$ cat config.mk
export PLATFORM = sky130hd
export DESIGN_NAME = archive_entry_header_deframer
export DESIGN_NICKNAME = d
export VERILOG_FILES = /design/src/aehd_pkg.sv /design/src/aehd_front.sv /design/src/aehd_fifo.sv /design/src/aehd_back.sv /design/src/archive_entry_header_deframer.sv
export SDC_FILE = /design/constraint.sdc
export NUM_CORES = 2
export LEC_CHECK = 0
export BUFFER_PORTS_ARGS = -buffer_cell sky130_fd_sc_hd__buf_2
export CORE_MARGIN = 2
export CORE_UTILIZATION = 45
export CTS_CLUSTER_DIAMETER = 200
export DETAILED_ROUTE_END_ITERATION = 8
export SETUP_SLACK_MARGIN = 0.5
export SLEW_MARGIN = 20
export SYNTH_ARGS = -nofsm -noshare
export SYNTH_HDL_FRONTEND = slang
export SYNTH_SLANG_ARGS = --single-unit
$ cat constraint.sdc
create_clock -name clk -period 15.2 [get_ports clk]
set_clock_uncertainty 0.1 [all_clocks]
set_input_delay 0 -clock clk [delete_from_list [all_inputs] [get_ports clk]]
set_output_delay 0 -clock clk [all_outputs]
set_load 0.005 [all_outputs]
$ cat src/aehd_pkg.sv
// shared types and constants of the archive entry header deframer
`timescale 1ns / 1ps
package aehd_pkg;

  localparam int unsigned POS_W = 33;
  localparam int unsigned SUM_W = 34;
  localparam int unsigned CNT_W = 17;
  localparam int unsigned PAY_W = 31;
  localparam int unsigned CFG_W = 32;
  localparam int unsigned IDX_W = 2;

  localparam logic [IDX_W-1:0] REG_DATA_SIZE   = 2'd0;
  localparam logic [IDX_W-1:0] REG_DATA_BASE   = 2'd1;
  localparam logic [IDX_W-1:0] REG_ENTRY_LIMIT = 2'd2;

  localparam logic [CNT_W-1:0] ENTRY_LIMIT_RESET = 17'd100000;
  localparam logic [7:0]       BZIP2_TAG         = 8'h31;
  localparam logic [PAY_W-1:0] LZMA_TAG          = 31'h5d;
  localparam logic [PAY_W-1:0] METHOD_WORD_BYTES = 31'd4;

  typedef enum logic [1:0] {
    PH_SIZE,
    PH_METHOD,
    PH_SKIP
  } phase_t;

  typedef enum logic [1:0] {
    EV_HALT,
    EV_EMIT,
    EV_EMIT_NOCHK
  } evt_kind_t;

  typedef enum logic [2:0] {
    ST_DATA_END,
    ST_CHECK_WORD,
    ST_BAD_HEADER,
    ST_OVERRUN,
    ST_ENTRY_LIMIT
  } stop_t;

  typedef enum logic [1:0] {
    M_STORED,
    M_BZIP2,
    M_LZMA,
    M_DEFLATE
  } method_t;

  typedef struct packed {
    logic [CFG_W-1:0] data_size;
    logic [CFG_W-1:0] data_base;
    logic [CNT_W-1:0] entry_limit;
  } cfg_t;

  // one classified header event, queued between front and back
  typedef struct packed {
    evt_kind_t        kind;
    stop_t            reason;
    logic             comp;
    method_t          meth;
    logic [PAY_W-1:0] payload;
    logic [SUM_W-1:0] start;
    logic [SUM_W-1:0] start4;
    logic [POS_W-1:0] entry_start;
    logic [CNT_W-1:0] idx;
  } evt_t;

  typedef struct packed {
    logic             entry_valid;
    logic             is_compressed;
    method_t          method;
    logic [PAY_W-1:0] payload_size;
    logic [POS_W-1:0] entry_offset;
    logic [CNT_W-1:0] entry_index;
    logic             last;
    stop_t            stop_reason;
  } res_t;

endpackage

$ cat src/aehd_front.sv
// byte-level header walker: assembles words and classifies entries into events
`timescale 1ns / 1ps
module aehd_front (
  input  logic             clk,
  input  logic             rst,
  input  logic             restart,
  input  aehd_pkg::cfg_t   cfg,
  input  logic             take,
  input  logic [7:0]       byte_in,
  output logic             push,
  output aehd_pkg::evt_t   evt
);
  import aehd_pkg::*;

  phase_t           phase, phase_next;
  logic [POS_W-1:0] pos, pos_next;
  logic [1:0]       biw, biw_next;
  logic [23:0]      ws, ws_next;
  logic [PAY_W-1:0] size_hold, size_hold_next;
  logic [PAY_W-1:0] skip_left, skip_left_next;
  logic [CNT_W-1:0] entry_count, entry_count_next;
  logic [POS_W-1:0] es, es_next;
  logic [SUM_W-1:0] es4, es4_next;
  logic [SUM_W-1:0] es8, es8_next;
  logic [SUM_W-1:0] es12, es12_next;

  logic [SUM_W-1:0] p4;
  logic [SUM_W-1:0] size_ext;
  logic [31:0]      word;
  logic             do_emit;
  evt_kind_t        em_kind;
  logic             em_comp;
  method_t          em_meth;
  logic [PAY_W-1:0] em_pay;
  logic [SUM_W-1:0] em_start;
  logic [SUM_W-1:0] em_start4;

  always_ff @(posedge clk) begin
    if (rst || restart) begin
      phase       <= PH_SIZE;
      pos         <= '0;
      biw         <= '0;
      entry_count <= '0;
    end else begin
      phase       <= phase_next;
      pos         <= pos_next;
      biw         <= biw_next;
      entry_count <= entry_count_next;
    end
  end

  always_ff @(posedge clk) begin
    ws        <= ws_next;
    size_hold <= size_hold_next;
    skip_left <= skip_left_next;
    es        <= es_next;
    es4       <= es4_next;
    es8       <= es8_next;
    es12      <= es12_next;
  end

  always_comb begin
    phase_next       = phase;
    pos_next         = pos;
    biw_next         = biw;
    ws_next          = ws;
    size_hold_next   = size_hold;
    skip_left_next   = skip_left;
    entry_count_next = entry_count;
    es_next          = es;
    es4_next         = es4;
    es8_next         = es8;
    es12_next        = es12;
    p4               = {1'b0, pos} + SUM_W'(4);
    size_ext         = {2'b00, cfg.data_size};
    word             = {byte_in, ws};
    push             = 1'b0;
    evt              = '0;
    do_emit          = 1'b0;
    em_kind          = EV_EMIT;
    em_comp          = 1'b0;
    em_meth          = M_STORED;
    em_pay           = '0;
    em_start         = es4;
    em_start4        = es8;

    if (take) begin
      pos_next = pos + POS_W'(1);
      if (phase == PH_SKIP) begin
        skip_left_next = skip_left - PAY_W'(1);
        if (skip_left_next == '0) begin
          phase_next = PH_SIZE;
        end
      end else begin
        // first byte of a size word: note where the entry starts
        if (phase == PH_SIZE && biw == 2'd0) begin
          es_next   = pos;
          es4_next  = p4;
          es8_next  = {1'b0, pos} + SUM_W'(8);
          es12_next = {1'b0, pos} + SUM_W'(12);
          if (p4 >= size_ext) begin
            push       = 1'b1;
            evt.kind   = EV_HALT;
            evt.reason = ST_DATA_END;
          end
        end
        ws_next = word[31:8];
        if (biw != 2'd3) begin
          biw_next = biw + 2'd1;
        end else begin
          biw_next = 2'd0;
          if (phase == PH_SIZE) begin
            if (es8 == size_ext) begin
              push       = 1'b1;
              evt.kind   = EV_HALT;
              evt.reason = ST_CHECK_WORD;
            end else if (word[30:0] == '0) begin
              do_emit = 1'b1;
              em_kind = EV_EMIT_NOCHK;
            end else if (word[31]) begin
              if (es8 > size_ext) begin
                push       = 1'b1;
                evt.kind   = EV_HALT;
                evt.reason = ST_BAD_HEADER;
              end else begin
                size_hold_next = word[30:0];
                phase_next     = PH_METHOD;
              end
            end else begin
              do_emit = 1'b1;
              em_pay  = word[30:0];
            end
          end else begin
            if (size_hold < METHOD_WORD_BYTES) begin
              push       = 1'b1;
              evt.kind   = EV_HALT;
              evt.reason = ST_BAD_HEADER;
            end else begin
              do_emit   = 1'b1;
              em_comp   = 1'b1;
              em_pay    = size_hold - METHOD_WORD_BYTES;
              em_start  = es8;
              em_start4 = es12;
              if (word[7:0] == BZIP2_TAG) begin
                em_meth = M_BZIP2;
              end else if (word[30:0] == LZMA_TAG) begin
                em_meth = M_LZMA;
              end else begin
                em_meth = M_DEFLATE;
              end
            end
          end
        end
      end

      if (do_emit) begin
        push             = 1'b1;
        evt.kind         = em_kind;
        evt.reason       = ST_DATA_END;
        evt.comp         = em_comp;
        evt.meth         = em_meth;
        evt.payload      = em_pay;
        evt.start        = em_start;
        evt.start4       = em_start4;
        evt.entry_start  = es;
        evt.idx          = entry_count;
        entry_count_next = entry_count + CNT_W'(1);
        skip_left_next   = em_pay;
        phase_next       = (em_pay == '0) ? PH_SIZE : PH_SKIP;
      end
    end
  end

endmodule

$ cat src/aehd_fifo.sv
// short event queue between the front and the back
`timescale 1ns / 1ps
module aehd_fifo #(
  parameter int unsigned DEPTH = 2
) (
  input  logic           clk,
  input  logic           rst,
  input  logic           flush,
  input  logic           push,
  input  aehd_pkg::evt_t wdata,
  output logic           full,
  input  logic           pop,
  output logic           rvalid,
  output aehd_pkg::evt_t rdata
);
  import aehd_pkg::*;

  localparam int unsigned AW = (DEPTH > 1) ? $clog2(DEPTH) : 1;
  localparam int unsigned CW = $clog2(DEPTH + 1);

  evt_t          mem [DEPTH];
  logic [AW-1:0] wr_ptr;
  logic [AW-1:0] rd_ptr;
  logic [CW-1:0] count;
  logic          do_push;
  logic          do_pop;

  assign full    = (count == CW'(DEPTH));
  assign rvalid  = (count != '0);
  assign rdata   = mem[rd_ptr];
  assign do_push = push && !full;
  assign do_pop  = pop && rvalid;

  always_ff @(posedge clk) begin
    if (rst || flush) begin
      wr_ptr <= '0;
      rd_ptr <= '0;
      count  <= '0;
    end else begin
      if (do_push) begin
        wr_ptr <= (wr_ptr == AW'(DEPTH - 1)) ? '0 : wr_ptr + AW'(1);
      end
      if (do_pop) begin
        rd_ptr <= (rd_ptr == AW'(DEPTH - 1)) ? '0 : rd_ptr + AW'(1);
      end
      if (do_push && !do_pop) begin
        count <= count + CW'(1);
      end else if (do_pop && !do_push) begin
        count <= count - CW'(1);
      end
    end
  end

  always_ff @(posedge clk) begin
    if (do_push) begin
      mem[wr_ptr] <= wdata;
    end
  end

endmodule

$ cat src/aehd_back.sv
// bound checks, descriptor formatting and output register
`timescale 1ns / 1ps
module aehd_back (
  input  logic           clk,
  input  logic           rst,
  input  logic           restart,
  input  aehd_pkg::cfg_t cfg,
  input  logic           q_valid,
  input  aehd_pkg::evt_t q_evt,
  output logic           q_pop,
  output logic           res_valid,
  input  logic           res_ready,
  output aehd_pkg::res_t res
);
  import aehd_pkg::*;

  logic             a_valid;
  evt_t             a_evt;
  logic [SUM_W-1:0] a_next;
  logic [SUM_W-1:0] a_next4;
  logic [POS_W-1:0] a_off;
  logic             a_cnt_gt;
  logic             done;
  logic             out_free;
  logic             load;
  logic             a_leave;
  logic             a_ready;
  logic [SUM_W-1:0] size_ext;
  logic             chk;
  logic             over;
  logic             lim;
  logic             near;
  res_t             res_c;

  assign size_ext = {2'b00, cfg.data_size};
  assign out_free = !res_valid || res_ready;
  assign load     = a_valid && !done && out_free;
  // once parsing has ended every later event is dropped
  assign a_leave  = a_valid && (done || out_free);
  assign a_ready  = !a_valid || a_leave;
  assign q_pop    = q_valid && a_ready;

  always_ff @(posedge clk) begin
    if (rst || restart) begin
      a_valid <= 1'b0;
    end else if (a_ready) begin
      a_valid <= q_valid;
    end
  end

  always_ff @(posedge clk) begin
    if (q_pop) begin
      a_evt    <= q_evt;
      a_next   <= q_evt.start + SUM_W'(q_evt.payload);
      a_next4  <= q_evt.start4 + SUM_W'(q_evt.payload);
      a_off    <= POS_W'(cfg.data_base) + q_evt.entry_start;
      a_cnt_gt <= (q_evt.idx + CNT_W'(1)) > cfg.entry_limit;
    end
  end

  always_comb begin
    chk   = (a_evt.kind == EV_EMIT);
    over  = chk && (a_next > size_ext);
    lim   = chk && a_cnt_gt;
    near  = (a_next4 >= size_ext);
    res_c = '0;
    if (a_evt.kind == EV_HALT) begin
      res_c.last        = 1'b1;
      res_c.stop_reason = a_evt.reason;
    end else begin
      res_c.entry_valid   = 1'b1;
      res_c.is_compressed = a_evt.comp;
      res_c.method        = a_evt.meth;
      res_c.payload_size  = a_evt.payload;
      res_c.entry_offset  = a_off;
      res_c.entry_index   = a_evt.idx;
      res_c.last          = over || lim || near;
      if (over) begin
        res_c.stop_reason = ST_OVERRUN;
      end else if (lim) begin
        res_c.stop_reason = ST_ENTRY_LIMIT;
      end else begin
        res_c.stop_reason = ST_DATA_END;
      end
    end
  end

  always_ff @(posedge clk) begin
    if (rst || restart) begin
      res_valid <= 1'b0;
      done      <= 1'b0;
    end else begin
      if (load) begin
        res_valid <= 1'b1;
        done      <= res_c.last;
      end else if (res_ready) begin
        res_valid <= 1'b0;
      end
    end
  end

  always_ff @(posedge clk) begin
    if (load) begin
      res <= res_c;
    end
  end

`ifndef SYNTHESIS
  assert property (@(posedge clk) disable iff (rst)
    res_valid && res_ready && res.last |=> !res_valid)
    else $error("result after the final item");
  assert property (@(posedge clk) disable iff (rst)
    res_valid |-> (res.entry_valid || res.last))
    else $error("empty result that does not end parsing");
  assert property (@(posedge clk) disable iff (rst)
    done |-> !load)
    else $error("event loaded after parsing ended");
  assert property (@(posedge clk) disable iff (rst)
    res_valid && !res.last |-> res.stop_reason == ST_DATA_END)
    else $error("stop reason on a non-final result");
`endif

endmodule

$ cat src/archive_entry_header_deframer.sv
// top level of the archive entry header deframer
// path: the event of an accepted header byte passes the event queue, the check stage and
// the output register before its result shows; the result side can stall it on the way
// throughput: one data byte per cycle while the event queue has room, set by the byte walker
// in the front; reset: synchronous, clears parse state, queue and output; config registers take
// their reset values (entry limit 100000); a write to a known register restarts parsing from byte zero
`timescale 1ns / 1ps
module archive_entry_header_deframer #(
  parameter int unsigned QUEUE_DEPTH = 2
) (
  input  logic                        clk,
  input  logic                        rst,
  // data byte channel
  input  logic                        data_valid,
  output logic                        data_ready,
  input  logic [7:0]                  data_byte,
  // result channel
  output logic                        result_valid,
  input  logic                        result_ready,
  output logic                        entry_valid,
  output logic                        is_compressed,
  output logic [1:0]                  method,
  output logic [aehd_pkg::PAY_W-1:0]  payload_size,
  output logic [aehd_pkg::POS_W-1:0]  entry_offset,
  output logic [aehd_pkg::CNT_W-1:0]  entry_index,
  output logic                        last,
  output logic [2:0]                  stop_reason,
  // configuration writes
  input  logic                        cfg_we,
  input  logic [aehd_pkg::IDX_W-1:0]  cfg_index,
  input  logic [aehd_pkg::CFG_W-1:0]  cfg_data
);
  import aehd_pkg::*;

  cfg_t cfg;
  logic restart;
  logic take;
  logic push;
  evt_t push_evt;
  logic q_full;
  logic q_valid;
  evt_t q_evt;
  logic q_pop;
  res_t res;

  // a write to a known register restarts the walk; unknown indexes are ignored
  assign restart = cfg_we && (cfg_index == REG_DATA_SIZE || cfg_index == REG_DATA_BASE ||
                              cfg_index == REG_ENTRY_LIMIT);

  always_ff @(posedge clk) begin
    if (rst) begin
      cfg.data_size   <= '0;
      cfg.data_base   <= '0;
      cfg.entry_limit <= ENTRY_LIMIT_RESET;
    end else if (cfg_we) begin
      case (cfg_index)
        REG_DATA_SIZE:   cfg.data_size   <= cfg_data;
        REG_DATA_BASE:   cfg.data_base   <= cfg_data;
        REG_ENTRY_LIMIT: cfg.entry_limit <= cfg_data[CNT_W-1:0];
        default: ;
      endcase
    end
  end

  // the front takes a byte whenever the queue has room for a possible event
  assign data_ready = !q_full;
  assign take       = data_valid && data_ready;

  aehd_front u_front (
    .clk     (clk),
    .rst     (rst),
    .restart (restart),
    .cfg     (cfg),
    .take    (take),
    .byte_in (data_byte),
    .push    (push),
    .evt     (push_evt)
  );

  // events wait here so the byte side keeps moving while results stall
  aehd_fifo #(
    .DEPTH (QUEUE_DEPTH)
  ) u_queue (
    .clk    (clk),
    .rst    (rst),
    .flush  (restart),
    .push   (push),
    .wdata  (push_evt),
    .full   (q_full),
    .pop    (q_pop),
    .rvalid (q_valid),
    .rdata  (q_evt)
  );

  // overrun, limit and end checks, then the output register
  aehd_back u_back (
    .clk       (clk),
    .rst       (rst),
    .restart   (restart),
    .cfg       (cfg),
    .q_valid   (q_valid),
    .q_evt     (q_evt),
    .q_pop     (q_pop),
    .res_valid (result_valid),
    .res_ready (result_ready),
    .res       (res)
  );

  assign entry_valid   = res.entry_valid;
  assign is_compressed = res.is_compressed;
  assign method        = res.method;
  assign payload_size  = res.payload_size;
  assign entry_offset  = res.entry_offset;
  assign entry_index   = res.entry_index;
  assign last          = res.last;
  assign stop_reason   = res.stop_reason;

endmodule
## Yosys cells after proc, flatten, opt, wreduce, memory -nomap -nowiden

Memory sizes are Yosys's and may differ from the RTL's. A register that Yosys moved wholly into a read port is not among the register bits.
Index checks and enable logic that the tools add are counted.

- Flip-flop bits (word level): 610
- Latch bits: 0
- Bits in writable memories: 314
- Memory bits (read-only): 0
- Input port bits: 47
- Logic and storage cells: 216
- Memories kept: 1

- Add/subtract/negate cells: 16
- $mul: 0
- Div/mod/pow operators: 0
- Magnitude comparators: 6
- Equal/unequal tests: 14
- Shifts and indexed selects: 0
- Mux-type cells: 87
- Bitwise operators: 5
- Reductions and logical operators: 49

Memory list:

| memory | words | width | read ports | clocked after Yosys merged registers in | wr ports | RTL line | RTL |
|---|---|---|---|---|---|---|---|
| u_queue.mem | 2 | 157 | 1 | 1 | 1 | aehd_fifo.sv:21 | `evt_t mem [DEPTH];` |

Operators with widths:

| operator | number |
|---|---|
| $mux 157 | 2 |
| $mux 31 | 10 |
| $mux 34 | 8 |
| $logic_not 31->1 | 3 |
| $mux 85 | 1 |
| $add 33x4->34 const B | 2 |
| $add 34x31->34 | 2 |
| $ge 34x32->1 | 2 |
| $gt 34x32->1 | 2 |
| $mux 2 | 25 |
| $add 17x1->17 const B | 2 |
| $add 33x3->34 const B | 1 |
| $eq 34x32->1 | 1 |
| $add 32x33->33 | 1 |
| $add 33x1->33 const B | 1 |
| $mux 1 | 32 |
| $eq 31x7->1 const B | 1 |
| $lt 31x3->1 const B | 1 |
| $sub 31x1->31 const B | 1 |
| $sub 31x3->31 const B | 1 |
| $mux 5 | 6 |
| $gt 17x17->1 | 1 |
| $reduce_and 8->1 | 2 |
| $logic_and 1x1->1 | 13 |
| other kinds (19) | 56 |

## Depth between registers and ports, before layout

- Depth in word-level cells: 18
- Gate-level depth with buffers: 20
- Gate-level depth less buffers: 19

## Modules after synthesis

From an unflattened synthesis, not the netlist that was laid out.

- Cell total of the unflattened synthesis: 3746
- Area, all modules: 45348.5 um^2

By module, submodules not included:

| module | times used | cells an instance | area each (um^2) |
|---|---|---|---|
| aehd_front | 1 | 1627 | 15448.6 |
| aehd_back | 1 | 1295 | 14988.1 |
| aehd_fifo | 1 | 514 | 11594.9 |
| archive_entry_header_deframer | 1 | 310 | 3316.9 |

## Worst setup path after synthesis

Ideal clock, no wire load.

- Path type: reg-to-reg
- From: register u_front.pos[3]
- To: memory u_queue.mem[0][0] (netlist name) (enable)
- Arrival: 10.648 ns
- Setup slack: 3.733 ns
- Stages on the path, launching flop included: 17
- Path buffers: 1
- Period minus slack after synthesis: 11.467 ns
- Cell sequence: dfxtp_1 ha_1 clkbuf_1 nand3_1 nor2_1 nand2_1 nor2_1 nand2_1 xnor2_1 ha_1 nand4_1 nor4_1 and3_1 a31o_2 o31a_1 o31ai_4 a21oi_1

- Longest elaborated chain between the ends: 16
- Elaborated cells on any way between the ends: 17

Ends and longest elaborated chain:

| what | RTL line | RTL |
|---|---|---|
| start, declared | aehd_front.sv:16 | `logic [POS_W-1:0] pos, pos_next;` |
| start signal, assigned | aehd_front.sv:46 | `pos <= pos_next;` |
| $add 33x3->34 * | aehd_front.sv:74 | `p4 = {1'b0, pos} + SUM_W'(4);` |
| via u_front.p4[21] | aehd_front.sv:27 | `logic [SUM_W-1:0] p4;` |
| $ge 34x32->1 * | aehd_front.sv:101 | `if (p4 >= size_ext) begin` |
| $mux 1 * | aehd_front.sv:101 |  |
| $mux 1 * | aehd_front.sv:96 | `if (phase == PH_SIZE && biw == 2'd0) begin` |
| $mux 1 | aehd_front.sv:121 | `if (es8 > size_ext) begin` |
| $mux 1 | aehd_front.sv:120 | `end else if (word[31]) begin` |
| $mux 1 | aehd_front.sv:117 | `end else if (word[30:0] == '0) begin` |
| $mux 1 | aehd_front.sv:113 | `if (es8 == size_ext) begin` |
| $mux 1 | aehd_front.sv:112 | `if (phase == PH_SIZE) begin` |
| $mux 1 * | aehd_front.sv:108 | `if (biw != 2'd3) begin` |
| $mux 1 * | aehd_front.sv:89 | `if (phase == PH_SKIP) begin` |
| $mux 1 * | aehd_front.sv:156 | `if (do_emit) begin` |
| $mux 1 * | aehd_front.sv:87 | `if (take) begin` |
| $logic_and 1x1->1 * | aehd_fifo.sv:31 | `assign do_push = push && !full;` |
| $mux 1 * | aehd_fifo.sv:55 | `if (do_push) begin` |
| $mux 1 (implied by the code) * | aehd_fifo.sv:56 | `mem[wr_ptr] <= wdata;` |
| end, declared | aehd_fifo.sv:21 |  |

Mark *: on every way through the listed nets, which the timed path passes. The rest lies on a longest branch.

## Final worst setup path

- From: register u_front.pos[4]
- To: memory u_queue.mem[1][110] (netlist name) (enable)

Same word-level chain as after synthesis.

==> flow_summary.ini <==
[status]
outcome = finished, final reports clean

[place]
io_buffers = 137
hpwl_mm = 79.0
routabilityCongestion = 0.912
placed_area_mm2 = 0.0460
dp.cells = 4985

[logic_synthesis]
netlist_area_mm2 = 0.0439
synthArstFlopShare = 0
synth_area_leader_cell = edfxtp_1
synth_ff_type = edfxtp_1
syn_area_per_cell_um2 = 11.9
seq_area_frac_synth = 0.588
synth_warnings = 0
syn-num-nets = 3982
ys_types = 77
synth_top_area_frac = 0.523
synthTopCellsByArea = edfxtp_1 (52%), ha_1 (7.1%), dfxtp_1 (6.5%)
synth.top_cells.by_count = edfxtp_1 (765), nand2_1 (405), a21oi_1 (274), ha_1 (248), nor2_1 (240)
synth_enable_flop_cells = 765
yosysMostFrequentCell = edfxtp_1
syn_inst = 3685
synth_seq_cells = 908

[global_routing]
grt_usage = 0.225
grt_pass1_vias = 28600
grt_pass1_wl_mm = 171
grt_max_degree = 157
antenna_found_initial = 1
grt_overflow = 0

[worst_setup_path]
r2r-start = u_front.pos[4]$_SDFFE_PP0P_
cp_cell_sequence = ha_1 > nand3_1 > nor2_1 > nand2_1 > nor2_1 > nand2_1 > xnor2_1 > ha_1 > nand4_1 > nor4_1 > and3_1 > a31o_2 > o31a_1 > o31ai_4 > a21boi_4 > buf_4 > buf_4
cp_slowest_cell = buf_4
reg2regPathDepth = 17
end_kind = flop
worstPathMaxFanout = 65
reg2reg_to = u_queue.mem[1][110]$_DFFE_PP_
regToRegSetupSlack_ns = 8.98
path_class = reg -> reg
critPathArrivalTime_ns = 6.43
worst_setup_path_start_kind = flop
slowest_delay_ns = 0.78
required_ns = 15.40

[timing]
fmaxAchievable_ghz = 0.161
hold_viol = 0
finalCritPeriodShare = 0.410
slew_headroom = 0.219
setup-tns-final_ns = 0
hold_ws_ns = 0.0550
setup_viol = 0
final.min_clock_period_ns = 6.22
rsz0062_at_grt = false
worst_slew_pin_slew_ns = 1.16
drv_slew = 0

[clocking]
htreeDepth = 3
post_cts_buffers = 0
cts_buffers = 97
max-clock-path-buffers = 3
cts_tree = yes
path_clk_slew_ns = 0.06
ctsHoldBuffers = 88
post_cts_resize_count = 0
cts_sinks = 908
clk_latency_ns = 0.68
cts-root-buf = clkbuf_16

[min_path]
hold_start = cfg_data[18]
holdPathEnd = cfg[67]$_SDFFE_PP0P_
hp-class = in -> reg
hold_depth = 4

[layout]
drive_gt1_frac = 0.126
antenna_cells = 0
areaGrowthSynthToFinish_pct = 14.0
finalNonFillerCells = 5256
nNetsFinal = 4193
design_area_mm2 = 0.0501

[route]
first_pass_iters = 5
postRouteAntennaNets = 0
vias = 29000
drc = 0
wl_per_cell_um = 21.4
drt_iter0_drc = 2421
via_per_inst = 5.52
wirelength_mm = 113

[floorplanning]
initial_core_util = 0.454
die_h_um = 317
die_w_um = 317
pin_count = 138
die-area_mm2 = 0.100
core_mm2 = 0.0967
rows = 114

[power_and_ir_drop]
p_leak_nw = 18.0
power_density_mw_per_mm2 = 153
vdd_drop_max_mv = 0.147

[job]
drv_cap = 0
layer usage:
metal | vias to the layer above | routed length, µm | global-route usage
met1 | 14100 | 52100 | 0.320
met4 | 0 | 3650 | 0.0761
li1 | 13900 | - | -
met3 | 190 | 5770 | 0.0280
met2 | 795 | 51200 | 0.358
met5 | - | 0 | 0
cells by family after synthesis:
logic type                 Yosys count  share of synthesized area
xor gates and xnor gates           278                     0.0554
muxes                              155                     0.0391
AOI/OAI and AO/OA                  652                     0.0927
adders and majority gates          250                     0.0715
and+or+nand+nor                   1186                      0.131
buffers and inverters              256                     0.0221
DFF                                908                      0.588
registers in the layout, indices dropped and copies added, names as in the netlist, 2 cells and up, named ones only:
register             flops
u_front.es4             31
u_front.es8             32
u_back.a_next4          34
u_front.size_hold       31
u_back.a_next           32
u_queue.count            2
u_front.pos             33
u_back.a_evt            55
u_front.skip_left       31
u_front.es12            34
u_queue.mem            308
u_back.a_off            33
u_front.entry_count     17
cfg                     81
u_back.res              89
u_front.es              30
u_front.ws              24
u_front.phase            2
u_front.biw              2
cell usage in the layout (no fill, tap or decap), drive strengths merged, types with 28 or more instances in the layout:
| cell | instances |
|---|---|
| or3 | 31 |
| xnor2 | 169 |
| and2 | 151 |
| a21o | 86 |
| a21oi | 274 |
| mux2 | 135 |
| clkinv | 37 |
| nand4 | 57 |
| nor2 | 241 |
| nand3 | 60 |
| nor2b | 28 |
| edfxtp | 765 |
| o21ai | 100 |
| nand2 | 406 |
| nor4 | 43 |
| ha | 248 |
| xor2 | 109 |
| dlygate4sd3 | 88 |
| clkbuf | 126 |
| buf | 169 |
| dfxtp | 143 |
| inv | 115 |
| nor3 | 61 |
worst max-delay path, delay by kind of cell (launching register included):
family / cells / cell delay [ns]
and+or+nand+nor: 8 / 2.10
AOI/OAI and AO/OA: 4 / 0.63
xor gates and xnor gates: 1 / 0.19
adders and majority gates: 2 / 0.75
buffers and inverters: 2 / 1.41
DFF: 1 / 0.56
metrics by stage:
step           total power, W  utilization  setup slack [ns]
3_5_place_dp          0.00532        0.476              9.02
2_1_floorplan         0.00482            -              3.73
6_report              0.00767        0.518              8.98
4_1_cts               0.00773        0.518              8.97
5_1_grt               0.00808        0.518              8.43
3_3_place_gp          0.00530        0.476              9.14
worst max-delay path by stage:
stage	slack, ns	start	cells past startpoint	endpoint
floorplan	3.73	u_front.pos[3]$_SDFFE_PP0P_	16	u_queue.mem[0][0]$_DFFE_PP_
global placement	9.14	u_front.pos[4]$_SDFFE_PP0P_	17	u_queue.mem[1][77]$_DFFE_PP_
detailed placement	9.02	u_front.pos[4]$_SDFFE_PP0P_	17	u_queue.mem[1][77]$_DFFE_PP_
CTS	8.97	u_front.pos[4]$_SDFFE_PP0P_	17	u_queue.mem[1][148]$_DFFE_PP_
global route	8.43	u_front.pos[4]$_SDFFE_PP0P_	17	u_queue.mem[1][76]$_DFFE_PP_
finish	8.98	u_front.pos[4]$_SDFFE_PP0P_	17	u_queue.mem[1][110]$_DFFE_PP_
cell type report:
class / instances / area (µm²)
fill: 8427 / 46600
inverter: 111 / 417
sequential: 908 / 25800
multi-input combinational: 2521 / 17200
clock inverter: 57 / 523
timing repair buffer: 257 / 1820
tap: 1276 / 1600
clock buffer: 126 / 2700
report_power, final:
group | switching, W | internal (W) | total, W
Clock | 0.00101 | 0.00138 | 0.00238
Sequential | 0.000141 | 0.00323 | 0.00337
Combinational | 0.00113 | 0.000780 | 0.00191
Total | 0.00228 | 0.00539 | 0.00767
Power figures use the tool's default switching activity.
